===== config.mk =====
export PLATFORM = sky130hd
export DESIGN_NAME = decimal_accumulator_execute_unit
export DESIGN_NICKNAME = d
export VERILOG_FILES = /design/src/hdl/daeu_pkg.sv /design/src/hdl/decimal_accumulator_execute_unit.sv /design/src/hdl/daeu_mdu.sv
export VERILOG_INCLUDE_DIRS = /design/src /design/src/hdl
export SDC_FILE = /design/constraint.sdc
export NUM_CORES = 2
export LEC_CHECK = 0
export BUFFER_PORTS_ARGS = -buffer_cell sky130_fd_sc_hd__buf_2
export CAP_MARGIN = 20
export CORE_MARGIN = 2
export CORE_UTILIZATION = 45
export CTS_CLUSTER_SIZE = 8
export DETAILED_ROUTE_END_ITERATION = 10
export PLACE_DENSITY = 0.64
export REMOVE_ABC_BUFFERS = 1
export SLEW_MARGIN = 20
export SYNTH_ARGS = -nofsm -noshare
export SYNTH_HDL_FRONTEND = slang
export SYNTH_SLANG_ARGS = --single-unit

===== constraint.sdc =====
create_clock -name clk -period 6.8 [get_ports clk]
set_input_delay 0.34 -clock clk [delete_from_list [all_inputs] [get_ports clk]]
set_output_delay 0.34 -clock clk [all_outputs]
set_load 0.02 [all_outputs]

===== src/hdl/decimal_accumulator_execute_unit_macros.svh =====
// Assertion macros shared by the execute unit RTL.
`ifndef DECIMAL_ACCUMULATOR_EXECUTE_UNIT_MACROS_SVH
`define DECIMAL_ACCUMULATOR_EXECUTE_UNIT_MACROS_SVH

// The consequent must hold in the same cycle as the antecedent.
`define DAEU_ASSERT_NOW(label, clk, rst, ante, cons, msg) \
  label: assert property (@(posedge clk) disable iff (rst) (ante) |-> (cons)) else $error(msg);

// The consequent must hold in the cycle after the antecedent.
`define DAEU_ASSERT_NEXT(label, clk, rst, ante, cons, msg) \
  label: assert property (@(posedge clk) disable iff (rst) (ante) |=> (cons)) else $error(msg);

`endif


===== src/hdl/daeu_pkg.sv =====
// Shared types, codes and widths of the decimal accumulator execute unit.
package daeu_pkg;

  localparam int MEM_WORDS_DEF = 100;

  localparam int CMD_W    = 7;
  localparam int ADDR_W   = 7;
  localparam int RV_W     = 16;
  localparam int WORD_W   = 15;
  localparam int MAG_W    = 14;
  localparam int PROD_W   = 2 * MAG_W;
  localparam int STATUS_W = 3;
  localparam int TGT_W    = 7;

  localparam int IN_TDATA_W  = 32;
  localparam int OUT_TDATA_W = 48;

  localparam logic signed [WORD_W-1:0] WORD_MAX = 15'sd9999;
  localparam logic signed [WORD_W-1:0] WORD_MIN = -15'sd9999;
  localparam logic signed [RV_W-1:0]   RV_MAX   = 16'sd9999;
  localparam logic signed [RV_W-1:0]   RV_MIN   = -16'sd9999;

  localparam logic [CMD_W-1:0] OP_READ   = 7'd10;
  localparam logic [CMD_W-1:0] OP_WRITE  = 7'd11;
  localparam logic [CMD_W-1:0] OP_LOAD   = 7'd20;
  localparam logic [CMD_W-1:0] OP_STORE  = 7'd21;
  localparam logic [CMD_W-1:0] OP_ADD    = 7'd30;
  localparam logic [CMD_W-1:0] OP_SUB    = 7'd31;
  localparam logic [CMD_W-1:0] OP_DIV    = 7'd32;
  localparam logic [CMD_W-1:0] OP_MUL    = 7'd33;
  localparam logic [CMD_W-1:0] OP_BR     = 7'd40;
  localparam logic [CMD_W-1:0] OP_BRNEG  = 7'd41;
  localparam logic [CMD_W-1:0] OP_BRZERO = 7'd42;
  localparam logic [CMD_W-1:0] OP_HALT   = 7'd43;

  typedef enum logic [STATUS_W-1:0] {
    ST_OK         = 3'd0,
    ST_HALT       = 3'd1,
    ST_READ_RANGE = 3'd2,
    ST_OVERFLOW   = 3'd3,
    ST_DIV_ZERO   = 3'd4
  } status_t;

  typedef enum logic [1:0] {
    S_IDLE,
    S_EXEC,
    S_WAIT,
    S_DONE
  } state_t;

  typedef struct packed {
    logic start;
    logic is_div;
  } mdu_ctl_t;

  typedef struct packed {
    logic busy;
    logic done;
  } mdu_rsp_t;

endpackage


===== src/hdl/decimal_accumulator_execute_unit.sv =====
// Each item moves from the idle state to execute, then through wait for multiply and non-zero
// divide, and to done, where it waits for the output register to be free before its result beat.
// Multiply and divide run through a shared unit that takes one bit a cycle.
// The next item is taken once the previous result sits in the output register.
// Reset clears the accumulator and the valid bits of all memory words, so all words read
// as zero; reset takes effect at once with no clearing pass.
module decimal_accumulator_execute_unit #(
  parameter int MEM_WORDS = daeu_pkg::MEM_WORDS_DEF
) (
  input  logic                                 clk,
  input  logic                                 rst,
  input  logic                                 s_axis_tvalid,
  output logic                                 s_axis_tready,
  // cmd [6:0], address [13:7], read_value [29:14], zero fill [31:30]
  input  logic [daeu_pkg::IN_TDATA_W-1:0]      s_axis_tdata,
  output logic                                 m_axis_tvalid,
  input  logic                                 m_axis_tready,
  // status [2:0], write_valid [3], write_word [18:4], branch_taken [19],
  // branch_target [26:20], accumulator_out [41:27], zero fill [47:42]
  output logic [daeu_pkg::OUT_TDATA_W-1:0]     m_axis_tdata
);

  `include "decimal_accumulator_execute_unit_macros.svh"

  localparam int CMD_W  = daeu_pkg::CMD_W;
  localparam int ADDR_W = daeu_pkg::ADDR_W;
  localparam int RV_W   = daeu_pkg::RV_W;
  localparam int WORD_W = daeu_pkg::WORD_W;
  localparam int MAG_W  = daeu_pkg::MAG_W;
  localparam int PROD_W = daeu_pkg::PROD_W;
  localparam int IDX_W  = $clog2(MEM_WORDS);
  localparam int FILL_W = daeu_pkg::OUT_TDATA_W - (daeu_pkg::STATUS_W + 1 + WORD_W + 1 +
                                                   daeu_pkg::TGT_W + WORD_W);

  daeu_pkg::state_t state;
  daeu_pkg::state_t state_next;

  logic                     accept;
  logic [CMD_W-1:0]         in_cmd;
  logic [ADDR_W-1:0]        in_addr;
  logic [RV_W-1:0]          in_rv;

  logic [CMD_W-1:0]         cmd_r;
  logic [ADDR_W-1:0]        addr_r;
  logic signed [RV_W-1:0]   rv_r;
  logic                     addr_ok_r;

  logic signed [WORD_W-1:0] mem [MEM_WORDS];
  logic [MEM_WORDS-1:0]     mem_vld;
  logic signed [WORD_W-1:0] rd_word;
  logic                     rd_vld;
  logic signed [WORD_W-1:0] m_word;

  logic signed [WORD_W-1:0] acc;

  logic                     mem_we;
  logic signed [WORD_W-1:0] mem_wdata;
  logic                     acc_we;
  logic signed [WORD_W-1:0] acc_wdata;
  logic                     res_we;
  daeu_pkg::status_t        st_val;
  logic                     wvalid_val;
  logic signed [WORD_W-1:0] wword_val;
  logic                     btaken_val;

  daeu_pkg::status_t        res_status;
  logic                     res_wvalid;
  logic signed [WORD_W-1:0] res_wword;
  logic                     res_btaken;
  logic [ADDR_W-1:0]        res_btarget;
  logic signed [WORD_W-1:0] res_acc;

  logic signed [RV_W-1:0]   sum16;
  logic signed [WORD_W-1:0] acc_abs;
  logic signed [WORD_W-1:0] m_abs;
  logic                     neg;
  logic [PROD_W-1:0]        mdu_result;
  logic [WORD_W-1:0]        mag;
  daeu_pkg::mdu_ctl_t       mdu_ctl;
  daeu_pkg::mdu_rsp_t       mdu_rsp;
  logic                     out_free;

  assign in_cmd  = s_axis_tdata[CMD_W-1:0];
  assign in_addr = s_axis_tdata[CMD_W+ADDR_W-1:CMD_W];
  assign in_rv   = s_axis_tdata[CMD_W+ADDR_W+RV_W-1:CMD_W+ADDR_W];

  assign s_axis_tready = (state == daeu_pkg::S_IDLE);
  assign accept        = s_axis_tvalid && s_axis_tready;
  assign out_free      = !m_axis_tvalid || m_axis_tready;

  always_ff @(posedge clk) begin
    if (accept) begin
      cmd_r     <= in_cmd;
      addr_r    <= in_addr;
      rv_r      <= in_rv;
      addr_ok_r <= in_addr < ADDR_W'(MEM_WORDS);
      rd_word   <= mem[in_addr[IDX_W-1:0]];
      rd_vld    <= mem_vld[in_addr[IDX_W-1:0]];
    end
  end

  always_ff @(posedge clk) begin
    if (mem_we) begin
      mem[addr_r[IDX_W-1:0]] <= mem_wdata;
    end
  end

  always_ff @(posedge clk) begin
    if (rst) begin
      mem_vld <= '0;
    end else if (mem_we) begin
      mem_vld[addr_r[IDX_W-1:0]] <= 1'b1;
    end
  end

  assign m_word  = (addr_ok_r && rd_vld) ? rd_word : '0;
  assign acc_abs = acc[WORD_W-1] ? -acc : acc;
  assign m_abs   = m_word[WORD_W-1] ? -m_word : m_word;
  assign neg     = acc[WORD_W-1] ^ m_word[WORD_W-1];
  assign sum16   = (cmd_r == daeu_pkg::OP_SUB) ?
                   {acc[WORD_W-1], acc} - {m_word[WORD_W-1], m_word} :
                   {acc[WORD_W-1], acc} + {m_word[WORD_W-1], m_word};

  daeu_mdu u_mdu (
    .clk    (clk),
    .rst    (rst),
    .ctl    (mdu_ctl),
    .a      (m_abs[MAG_W-1:0]),
    .b      (acc_abs[MAG_W-1:0]),
    .rsp    (mdu_rsp),
    .result (mdu_result)
  );

  always_comb begin
    state_next = state;
    case (state)
      daeu_pkg::S_IDLE: begin
        if (accept) state_next = daeu_pkg::S_EXEC;
      end
      daeu_pkg::S_EXEC: begin
        state_next = mdu_ctl.start ? daeu_pkg::S_WAIT : daeu_pkg::S_DONE;
      end
      daeu_pkg::S_WAIT: begin
        if (mdu_rsp.done) state_next = daeu_pkg::S_DONE;
      end
      daeu_pkg::S_DONE: begin
        if (out_free) state_next = daeu_pkg::S_IDLE;
      end
      default: state_next = daeu_pkg::S_IDLE;
    endcase
  end

  always_comb begin
    mem_we         = 1'b0;
    mem_wdata      = acc;
    acc_we         = 1'b0;
    acc_wdata      = acc;
    res_we         = 1'b0;
    st_val         = daeu_pkg::ST_OK;
    wvalid_val     = 1'b0;
    wword_val      = '0;
    btaken_val     = 1'b0;
    mdu_ctl.start  = 1'b0;
    mdu_ctl.is_div = (cmd_r == daeu_pkg::OP_DIV);
    mag            = mdu_result[WORD_W-1:0];
    case (state)
      daeu_pkg::S_EXEC: begin
        res_we = 1'b1;
        case (cmd_r)
          daeu_pkg::OP_READ: begin
            if (rv_r >= daeu_pkg::RV_MIN && rv_r <= daeu_pkg::RV_MAX) begin
              mem_we    = addr_ok_r;
              mem_wdata = rv_r[WORD_W-1:0];
            end else begin
              st_val = daeu_pkg::ST_READ_RANGE;
            end
          end
          daeu_pkg::OP_WRITE: begin
            wvalid_val = 1'b1;
            wword_val  = m_word;
          end
          daeu_pkg::OP_LOAD: begin
            acc_we    = 1'b1;
            acc_wdata = m_word;
          end
          daeu_pkg::OP_STORE: begin
            mem_we = addr_ok_r;
          end
          daeu_pkg::OP_ADD, daeu_pkg::OP_SUB: begin
            if (sum16 >= daeu_pkg::RV_MIN && sum16 <= daeu_pkg::RV_MAX) begin
              acc_we    = 1'b1;
              acc_wdata = sum16[WORD_W-1:0];
            end else begin
              st_val = daeu_pkg::ST_OVERFLOW;
            end
          end
          daeu_pkg::OP_MUL: begin
            res_we        = 1'b0;
            mdu_ctl.start = 1'b1;
          end
          daeu_pkg::OP_DIV: begin
            if (acc == '0) begin
              st_val = daeu_pkg::ST_DIV_ZERO;
            end else begin
              res_we        = 1'b0;
              mdu_ctl.start = 1'b1;
            end
          end
          daeu_pkg::OP_BR:     btaken_val = 1'b1;
          daeu_pkg::OP_BRNEG:  btaken_val = acc[WORD_W-1];
          daeu_pkg::OP_BRZERO: btaken_val = (acc == '0);
          daeu_pkg::OP_HALT:   st_val = daeu_pkg::ST_HALT;
          default: ;
        endcase
      end
      daeu_pkg::S_WAIT: begin
        if (mdu_rsp.done) begin
          res_we = 1'b1;
          if (mdu_ctl.is_div || mdu_result <= PROD_W'(daeu_pkg::WORD_MAX)) begin
            acc_we    = 1'b1;
            acc_wdata = neg ? -mag : mag;
          end else begin
            st_val = daeu_pkg::ST_OVERFLOW;
          end
        end
      end
      default: ;
    endcase
  end

  always_ff @(posedge clk) begin
    if (rst) begin
      state <= daeu_pkg::S_IDLE;
      acc   <= '0;
    end else begin
      state <= state_next;
      if (acc_we) acc <= acc_wdata;
    end
  end

  always_ff @(posedge clk) begin
    if (res_we) begin
      res_status  <= st_val;
      res_wvalid  <= wvalid_val;
      res_wword   <= wword_val;
      res_btaken  <= btaken_val;
      res_btarget <= btaken_val ? addr_r : '0;
      res_acc     <= acc_we ? acc_wdata : acc;
    end
  end

  always_ff @(posedge clk) begin
    if (rst) begin
      m_axis_tvalid <= 1'b0;
    end else if (state == daeu_pkg::S_DONE && out_free) begin
      m_axis_tvalid <= 1'b1;
    end else if (m_axis_tready) begin
      m_axis_tvalid <= 1'b0;
    end
  end

  always_ff @(posedge clk) begin
    if (state == daeu_pkg::S_DONE && out_free) begin
      m_axis_tdata <= {{FILL_W{1'b0}}, res_acc, res_btarget, res_btaken, res_wword,
                       res_wvalid, res_status};
    end
  end

  `DAEU_ASSERT_NOW(a_acc_range, clk, rst, 1'b1,
                   (acc >= daeu_pkg::WORD_MIN) && (acc <= daeu_pkg::WORD_MAX),
                   "accumulator outside the four-digit range")
  `DAEU_ASSERT_NEXT(a_accept_exec, clk, rst, accept, state == daeu_pkg::S_EXEC,
                    "accepted beat did not move to execute")
  `DAEU_ASSERT_NOW(a_mdu_done_wait, clk, rst, mdu_rsp.done, state == daeu_pkg::S_WAIT,
                   "shared unit finished outside the wait state")
  `DAEU_ASSERT_NOW(a_out_from_done, clk, rst, $rose(m_axis_tvalid),
                   $past(state) == daeu_pkg::S_DONE,
                   "result beat raised without a finished instruction")

endmodule


===== src/hdl/daeu_mdu.sv =====
// Shared iterative unit: shift-add multiply and restoring divide of magnitudes.
module daeu_mdu (
  input  logic                         clk,
  input  logic                         rst,
  input  daeu_pkg::mdu_ctl_t           ctl,
  input  logic [daeu_pkg::MAG_W-1:0]   a,
  input  logic [daeu_pkg::MAG_W-1:0]   b,
  output daeu_pkg::mdu_rsp_t           rsp,
  output logic [daeu_pkg::PROD_W-1:0]  result
);

  localparam int MAG_W  = daeu_pkg::MAG_W;
  localparam int PROD_W = daeu_pkg::PROD_W;
  localparam int CNT_W  = $clog2(MAG_W);

  logic              busy;
  logic              done;
  logic              is_div;
  logic [CNT_W-1:0]  cnt;
  logic [PROD_W-1:0] acc_r;
  logic [PROD_W-1:0] sh_r;
  logic [MAG_W-1:0]  q_r;

  logic [PROD_W-1:0] op_a;
  logic [PROD_W-1:0] op_b;
  logic [PROD_W:0]   sum;

  always_comb begin
    if (is_div) begin
      op_a = {{(PROD_W-MAG_W-1){1'b0}}, acc_r[MAG_W-1:0], q_r[MAG_W-1]};
      op_b = sh_r;
      sum  = {1'b0, op_a} - {1'b0, op_b};
    end else begin
      op_a = acc_r;
      op_b = q_r[0] ? sh_r : '0;
      sum  = {1'b0, op_a} + {1'b0, op_b};
    end
  end

  always_ff @(posedge clk) begin
    if (rst) begin
      busy <= 1'b0;
      done <= 1'b0;
      cnt  <= '0;
    end else begin
      done <= 1'b0;
      if (ctl.start) begin
        busy <= 1'b1;
        cnt  <= '0;
      end else if (busy) begin
        cnt <= cnt + 1'b1;
        if (cnt == CNT_W'(MAG_W - 1)) begin
          busy <= 1'b0;
          done <= 1'b1;
        end
      end
    end
  end

  always_ff @(posedge clk) begin
    if (ctl.start) begin
      is_div <= ctl.is_div;
      acc_r  <= '0;
      q_r    <= a;
      sh_r   <= {{(PROD_W-MAG_W){1'b0}}, b};
    end else if (busy) begin
      if (is_div) begin
        if (!sum[PROD_W]) begin
          acc_r <= sum[PROD_W-1:0];
          q_r   <= {q_r[MAG_W-2:0], 1'b1};
        end else begin
          acc_r <= op_a;
          q_r   <= {q_r[MAG_W-2:0], 1'b0};
        end
      end else begin
        acc_r <= sum[PROD_W-1:0];
        q_r   <= {1'b0, q_r[MAG_W-1:1]};
        sh_r  <= {sh_r[PROD_W-2:0], 1'b0};
      end
    end
  end

  assign rsp.busy = busy;
  assign rsp.done = done;
  assign result   = is_div ? {{(PROD_W-MAG_W){1'b0}}, q_r} : acc_r;

endmodule


# Yosys cells after proc, flatten, opt, wreduce, memory -nomap -nowiden
# Memories as Yosys holds them, arrays and structs flattened. A register that Yosys moved wholly into a read port is not among the register bits.
# Cells that the tools add are included.
dict set report classes {
  magnitude_cmp 9
  n_addsub 8
  n_bitwise 4
  n_reduce_logical 20
  n_mux 68
  n_eq_ne 20
}
# op n
set ops {}
lappend ops {{$mux W15} 9}
lappend ops {{$mux W14} 8}
lappend ops {{$mux W28} 4}
lappend ops {{$or A100 B100 Y100} 1}
lappend ops {{$pmux W15 S2} 2}
lappend ops {{$eq A7 B6 Y1 const B} 6}
lappend ops {{$ge A16 B15 Y1 const B} 2}
lappend ops {{$le A16 B15 Y1 const B} 2}
lappend ops {{$add A28 B28 Y29} 1}
lappend ops {{$mux W29} 1}
lappend ops {{$sub A15 B28 Y29} 1}
lappend ops {{$eq A7 B5 Y1 const B} 4}
lappend ops {{$le A28 B14 Y1 const B} 1}
lappend ops {{$neg A14 Y14} 2}
lappend ops {{$mux W1} 23}
lappend ops {{$add A15 B15 Y16} 1}
lappend ops {{$lt A7 B8 Y1 const B} 2}
lappend ops {{$mux W16} 1}
lappend ops {{$sub A15 B15 Y16} 1}
lappend ops {{$logic_not A15 Y1} 1}
lappend ops {{$neg A15 Y15} 1}
lappend ops {{$eq A7 B4 Y1 const B} 2}
lappend ops {{$mux W2} 7}
lappend ops {{$pmux W1 S2} 6}
lappend ops {{26 further kinds} 40}
dict set report totals {
  input_bits 36
  output_inout_bits 50
  word_cells 154
  regBits 311
  n_memories 1
  mem_bits_rw 1500
}
# name depth word_bits read_ports rd_ports_with_merged_regs write_ports line
set memory_table {}
lappend memory_table {mem 100 15 1 1 1 decimal_accumulator_execute_unit.sv:48} ;# logic signed [WORD_W-1:0] mem [MEM_WORDS];

# Depth between registers and ports, before layout
dict set report depth {
  depth_word 10
  depth_mapped 24
}

# By module
# From an unflattened synthesis, not the netlist that was laid out.
dict set report hier_totals {
  hier_cells 4248
  hier_area_um2 75730.1
}
# module n_inst area_per_inst_um2 cells_each seq_area_each_um2
set modules_own_cells {}
lappend modules_own_cells {decimal_accumulator_execute_unit 1 69788.2 3518 51339.2}
lappend modules_own_cells {daeu_mdu 1 5941.9 730 1831.8}

# Worst setup path before layout
# Ideal clock, no wire load.
dict set report synth_timing {
  path_kind {register to register}
  start {reg addr_ok_r}
  end {reg acc[7]}
  n_path_buf 3
  setup_time_ns 0.058
  path_slack_ns 2.016
  t_arrival_ns 4.727
  path_stages_with_launch 25
  cell_sequence {edfxtp_1 and2_1 clkbuf_1 nand2_1 ha_1 o21ai_0 o21bai_1 o21bai_1 or2_2 a311oi_1 a31oi_1 ha_1 clkbuf_1 o21ai_0 nor2_1 o21a_1 a211oi_1 a21oi_1 xnor2_1 a211oi_2 o311ai_2 clkbuf_1 nand2_1 o21ai_2 and2b_1}
}
dict set report synth_between {
  elab_chain_cells 10
}
# item line
set synth_rtl {}
lappend synth_rtl {{start: declaration} decimal_accumulator_execute_unit.sv:46} ;# logic addr_ok_r;
lappend synth_rtl {{start signal: assignment} decimal_accumulator_execute_unit.sv:96} ;# addr_ok_r <= in_addr < ADDR_W'(MEM_WORDS);
lappend synth_rtl {{$logic_and A1 B1 Y1 (*)} decimal_accumulator_execute_unit.sv:116} ;# assign m_word = (addr_ok_r && rd_vld) ? rd_word : '0;
lappend synth_rtl {{$mux W15 (*)} decimal_accumulator_execute_unit.sv:116}
lappend synth_rtl {{$add A15 B15 Y16 or $sub A15 B15 Y16 (tied branches)} {decimal_accumulator_execute_unit.sv:122, decimal_accumulator_execute_unit.sv:121}}
lappend synth_rtl {{$mux W16} decimal_accumulator_execute_unit.sv:120} ;# assign sum16 = (cmd_r == daeu_pkg::OP_SUB) ?
lappend synth_rtl {{$ge A16 B15 Y1 or $le A16 B15 Y1 (tied branches)} decimal_accumulator_execute_unit.sv:190} ;# if (sum16 >= daeu_pkg::RV_MIN && sum16 <= daeu_pkg::RV_MAX) begin
lappend synth_rtl {{$logic_and A1 B1 Y1} decimal_accumulator_execute_unit.sv:190}
lappend synth_rtl {{$mux W15 or $mux W1 (tied branches)} decimal_accumulator_execute_unit.sv:190}
lappend synth_rtl {{$pmux W15 S2 or $pmux W1 S2 (tied branches)} decimal_accumulator_execute_unit.sv:169} ;# case (cmd_r)
lappend synth_rtl {{$pmux W15 S2 or $pmux W1 S2 (tied branches)} decimal_accumulator_execute_unit.sv:166} ;# case (state)
lappend synth_rtl {{$mux W15 (*)} --}
lappend synth_rtl {{end signal: assignment} decimal_accumulator_execute_unit.sv:237} ;# if (acc_we) acc <= acc_wdata;
lappend synth_rtl {{end: declaration} decimal_accumulator_execute_unit.sv:54} ;# logic signed [WORD_W-1:0] acc;
# Every way passes the cells marked *; elsewhere a longest branch is shown, timed or not.
# A chain may end at the register's enable or synchronous reset.

# Worst setup path after layout
dict set report layout_timing {
  start {reg addr_ok_r}
  end {reg acc[13]}
}
# Same word-level chain as after synthesis.

==> summary.txt <==
Route
  • Wire length on met1: just under 80000 microns
  • Wire length on met3: approximately 13000 microns
  • Routed WL per cell: approximately 28 microns
  • Remaining DRCs: 0
  • Total Routed Length: 189000 microns
  • Met2 wire length: a little over 90000 microns
  • Iter 0 DRT Violations: approximately 4700
  • Via/cell ratio: 5.97
  • Top sig layer: met5
  • Via Count: roughly 40000
  • Post-route ant nets: 0
  • Drt first pass iters: 5

Global route
  • Total global-route track usage: 22.2%
  • Vias in the first global route: 40700
  • Largest net degree at the start of global routing: 113
  • Overflow after GRT: 0
  • First-pass GRT wire length: roughly 280000 microns
  • Initial antenna violation count: 9

Setup path
  • Crit path kind: reg2reg
  • Critical path, cell by cell: and2_1 -> nand2_1 -> ha_1 -> o21ai_0 -> o21bai_1 -> o21bai_1 -> or2_2 -> a311oi_1 -> a31oi_1 -> ha_1 -> nand4_1 -> a211oi_1 -> a211oi_1 -> xnor2_1 -> a311oi_1 -> o211a_1 -> o311ai_2 -> a22o_1 -> nor2b_1
  • Crit path DAT: between 6 and 7 ns
  • Crit path largest cell delay: roughly 0.85 ns
  • Buffers and inverters on the worst path: 0
  • Reg2Reg Depth: 19
  • Crit Reg-Reg Endpoint: acc[13]$_SDFF_PP0_
  • Reg2Reg Setup Slack: about 0.98 ns
  • CP Max Fanout: 16
  • Slowest CP cell: o311ai_2
  • Reg-to-reg critical path startpoint: addr_ok_r$_DFFE_PP_
  • Cell family with most CP delay: compound AO/OA/AOI/OAI gates
  • Worst Setup End Kind: flop
  • Worst Setup Start Kind: flop
  • WP data required: 7.59 ns

Finish
  • Post-Layout Cell Count: roughly 6800
  • Nets: 4664
  • Layout cells sized above 1: between 20% and 30%
  • Post-Layout Inst Area: between 80000 and 90000 sq um
  • Area growth, synth to finish: 15.1%
  • Final core utilization: a little over half

Worst hold path
  • Hold path startpoint: s_axis_tdata[12]
  • WHS Endpoint: addr_r[5]$_DFFE_PP_
  • HP Class: in2reg
  • Worst hold stages: 2

Floorplan
  • Die width: 413 microns
  • Die Ht: 413 microns
  • Starting Density: 45.2%
  • Die ar.: between 150000 and 200000 sq um
  • Io pins: 86
  • Core area: around 170000 sq um
  • # rows: 150

STA
  • Worst Tran Pin Value: about 1.1 ns
  • Clock skew: between 0.05 and 0.06 ns
  • Max Transition Viols Final: 0
  • Minimum clock period: around 5.8 ns
  • Final hold viol count: 0
  • Setup TNS: 0 ns
  • Fmax: approximately 0.17 GHz
  • Hold slack final: ~0.11 ns
  • Fin crit share: between 80 and 90%
  • Max_slew headroom: between 20% and 30%
  • RSZ-0062 raised after global routing: false
  • Worst setup margin: between 0.9 and 1 ns
  • Final setup viols: 0

Yosys
  • Post-synth EDFFs: approximately 1700
  • Seq/Total Area, Yosys: ~71%
  • Synth top cells by count: edfxtp_1 (1660), mux4_2 (498), nor2_1 (368)
  • Async S/R FF share, synth: 0%
  • Area contributors post-synth: edfxtp_1 (66%), mux4_2 (15%), dfxtp_1 (4.4%), nor2_1 (1.8%), a21oi_1 (1.2%)
  • Avg Cell Area, Syn: between 15 and 20 sq um
  • Count leader, synth: edfxtp_1
  • Leading area contributor after synthesis: edfxtp_1
  • Cells after synthesis: around 4200
  • Synth top area share: around 66%
  • Count of warnings emitted by yosys: 0
  • Library cells used by synthesis: about 90
  • Register bit count reported by yosys: about 1800
  • Post-synthesis instance area: 75300 sq um
  • Main flop type after synthesis: edfxtp_1

Power and ir drop
  • Pwr Total: 26.7 mW
  • Power Dens Cells: 307 nW/um^2
  • Leakage: around 25 nW
  • Peak supply drop: 0.239 mV

Placement
  • Inst Count DP: 6452
  • Placed inst area: 79000 sq um
  • Port bufs: 77
  • DP Wirelength: approximately 110000 microns
  • GP Congestion: between 0.9 and 1
  • Place WS: approximately 1.1 ns

Clocking
  • Clock sinks: 1826
  • Skew-Pair Late Insertion Delay: roughly 0.89 ns
  • CTS tree: done
  • Num CTS Buffers: around 280
  • Clock transition at path regs: about 0.050 ns
  • H-tree depth: 5
  • Clock Tree Root: clkbuf_16
  • Number of gates resized after CTS: 0
  • Clock tree buffer depth: 4

Run status
  • Status: completed

Run
  • Maximum capacitance violations: 0
-- final cells by class --
cell class / instances / area (sq um)
multi-input combinational: 2122 / 21100
sequential: 1826 / 53200
fill: 13100 / 79900
clock buffer: 329 / 7260
inverter: 59 / 221
clock inverter: 7 / 93.8
tap: 2204 / 2760
antenna: 4 / 10.0
timing repair buffer: 269 / 2050
-- logic make-up (layout without fill, tap and decap cells) --
kind of cell	after synthesis	count (layout)	share of synthesized area [%]
other cells	1	10	0.00498
flops	1826	1826	70.6
simple gates	843	843	5.05
buf+inv	299	664	1.57
fa+ha+maj	71	71	1.21
xor+xnor	98	98	1.14
compound gates	515	515	4.29
mux	589	589	16.2
-- flip-flops by register name, indices dropped and copies added, names as in the netlist, 16 cells and up --
signal	cells
m_axis_tdata	42
mem	1500
mem_vld	100
rv_r	16
u_mdu.acc_r	28
u_mdu.sh_r	28
-- timing repair --
action / in CTS / in global routing
hold buffers: 27 / 0
endpoints found under the hold margin: 42 / 0
setup buffers: 0 / 0
setup endpoints to repair: 0 / 0
-- worst max path at each step --
stage	slack, ns	start	endpoint	cells past startpoint
6_report	0.98	addr_ok_r$_DFFE_PP_	acc[13]$_SDFF_PP0_	19
5_1_grt	0.43	addr_ok_r$_DFFE_PP_	acc[9]$_SDFF_PP0_	20
4_1_cts	1.03	addr_ok_r$_DFFE_PP_	acc[14]$_SDFF_PP0_	19
3_5_place_dp	1.06	addr_ok_r$_DFFE_PP_	acc[13]$_SDFF_PP0_	19
3_3_place_gp	1.22	addr_ok_r$_DFFE_PP_	acc[2]$_SDFF_PP0_	20
2_1_floorplan	1.48	u_mdu.is_div$_DFFE_PP_	res_acc[1]$_DFFE_PP_	8
-- per-layer routing --
| layer | vias up | track usage [%] |
|---|---|---|
| met4 | 4 | 6.98 |
| li1 | 17500 | - |
| met5 | - | 0 |
| met2 | 1603 | 35.5 |
| met3 | 351 | 3.60 |
| met1 | 21300 | 31.5 |
-- report_power, final --
part / internal (mW) / leakage (nW) / switching (mW)
registers: 12.4 / 13.2 / 0.220
logic: 0.810 / 7.85 / 1.41
clock network: 7.41 / 3.59 / 4.45
-- cell usage in the layout (no fill, tap or decap), drive strengths merged, types with 13 or more instances in the layout --
master          n
nand3          59
nor2          369
nor3           42
dlygate4sd3    27
inv            61
xnor2          63
or2            16
a21o           21
buf           241
xor2           35
dfxtp         166
o21ai         137
a31oi          19
and2           43
mux4          498
o31ai          14
a211oi         18
nor2b          24
o22ai          13
a21oi         175
clkbuf        330
nand2         199
mux2i          54
mux2           37
nand2b         17
ha             68
edfxtp       1660
Power figures use the tool's default switching activity.
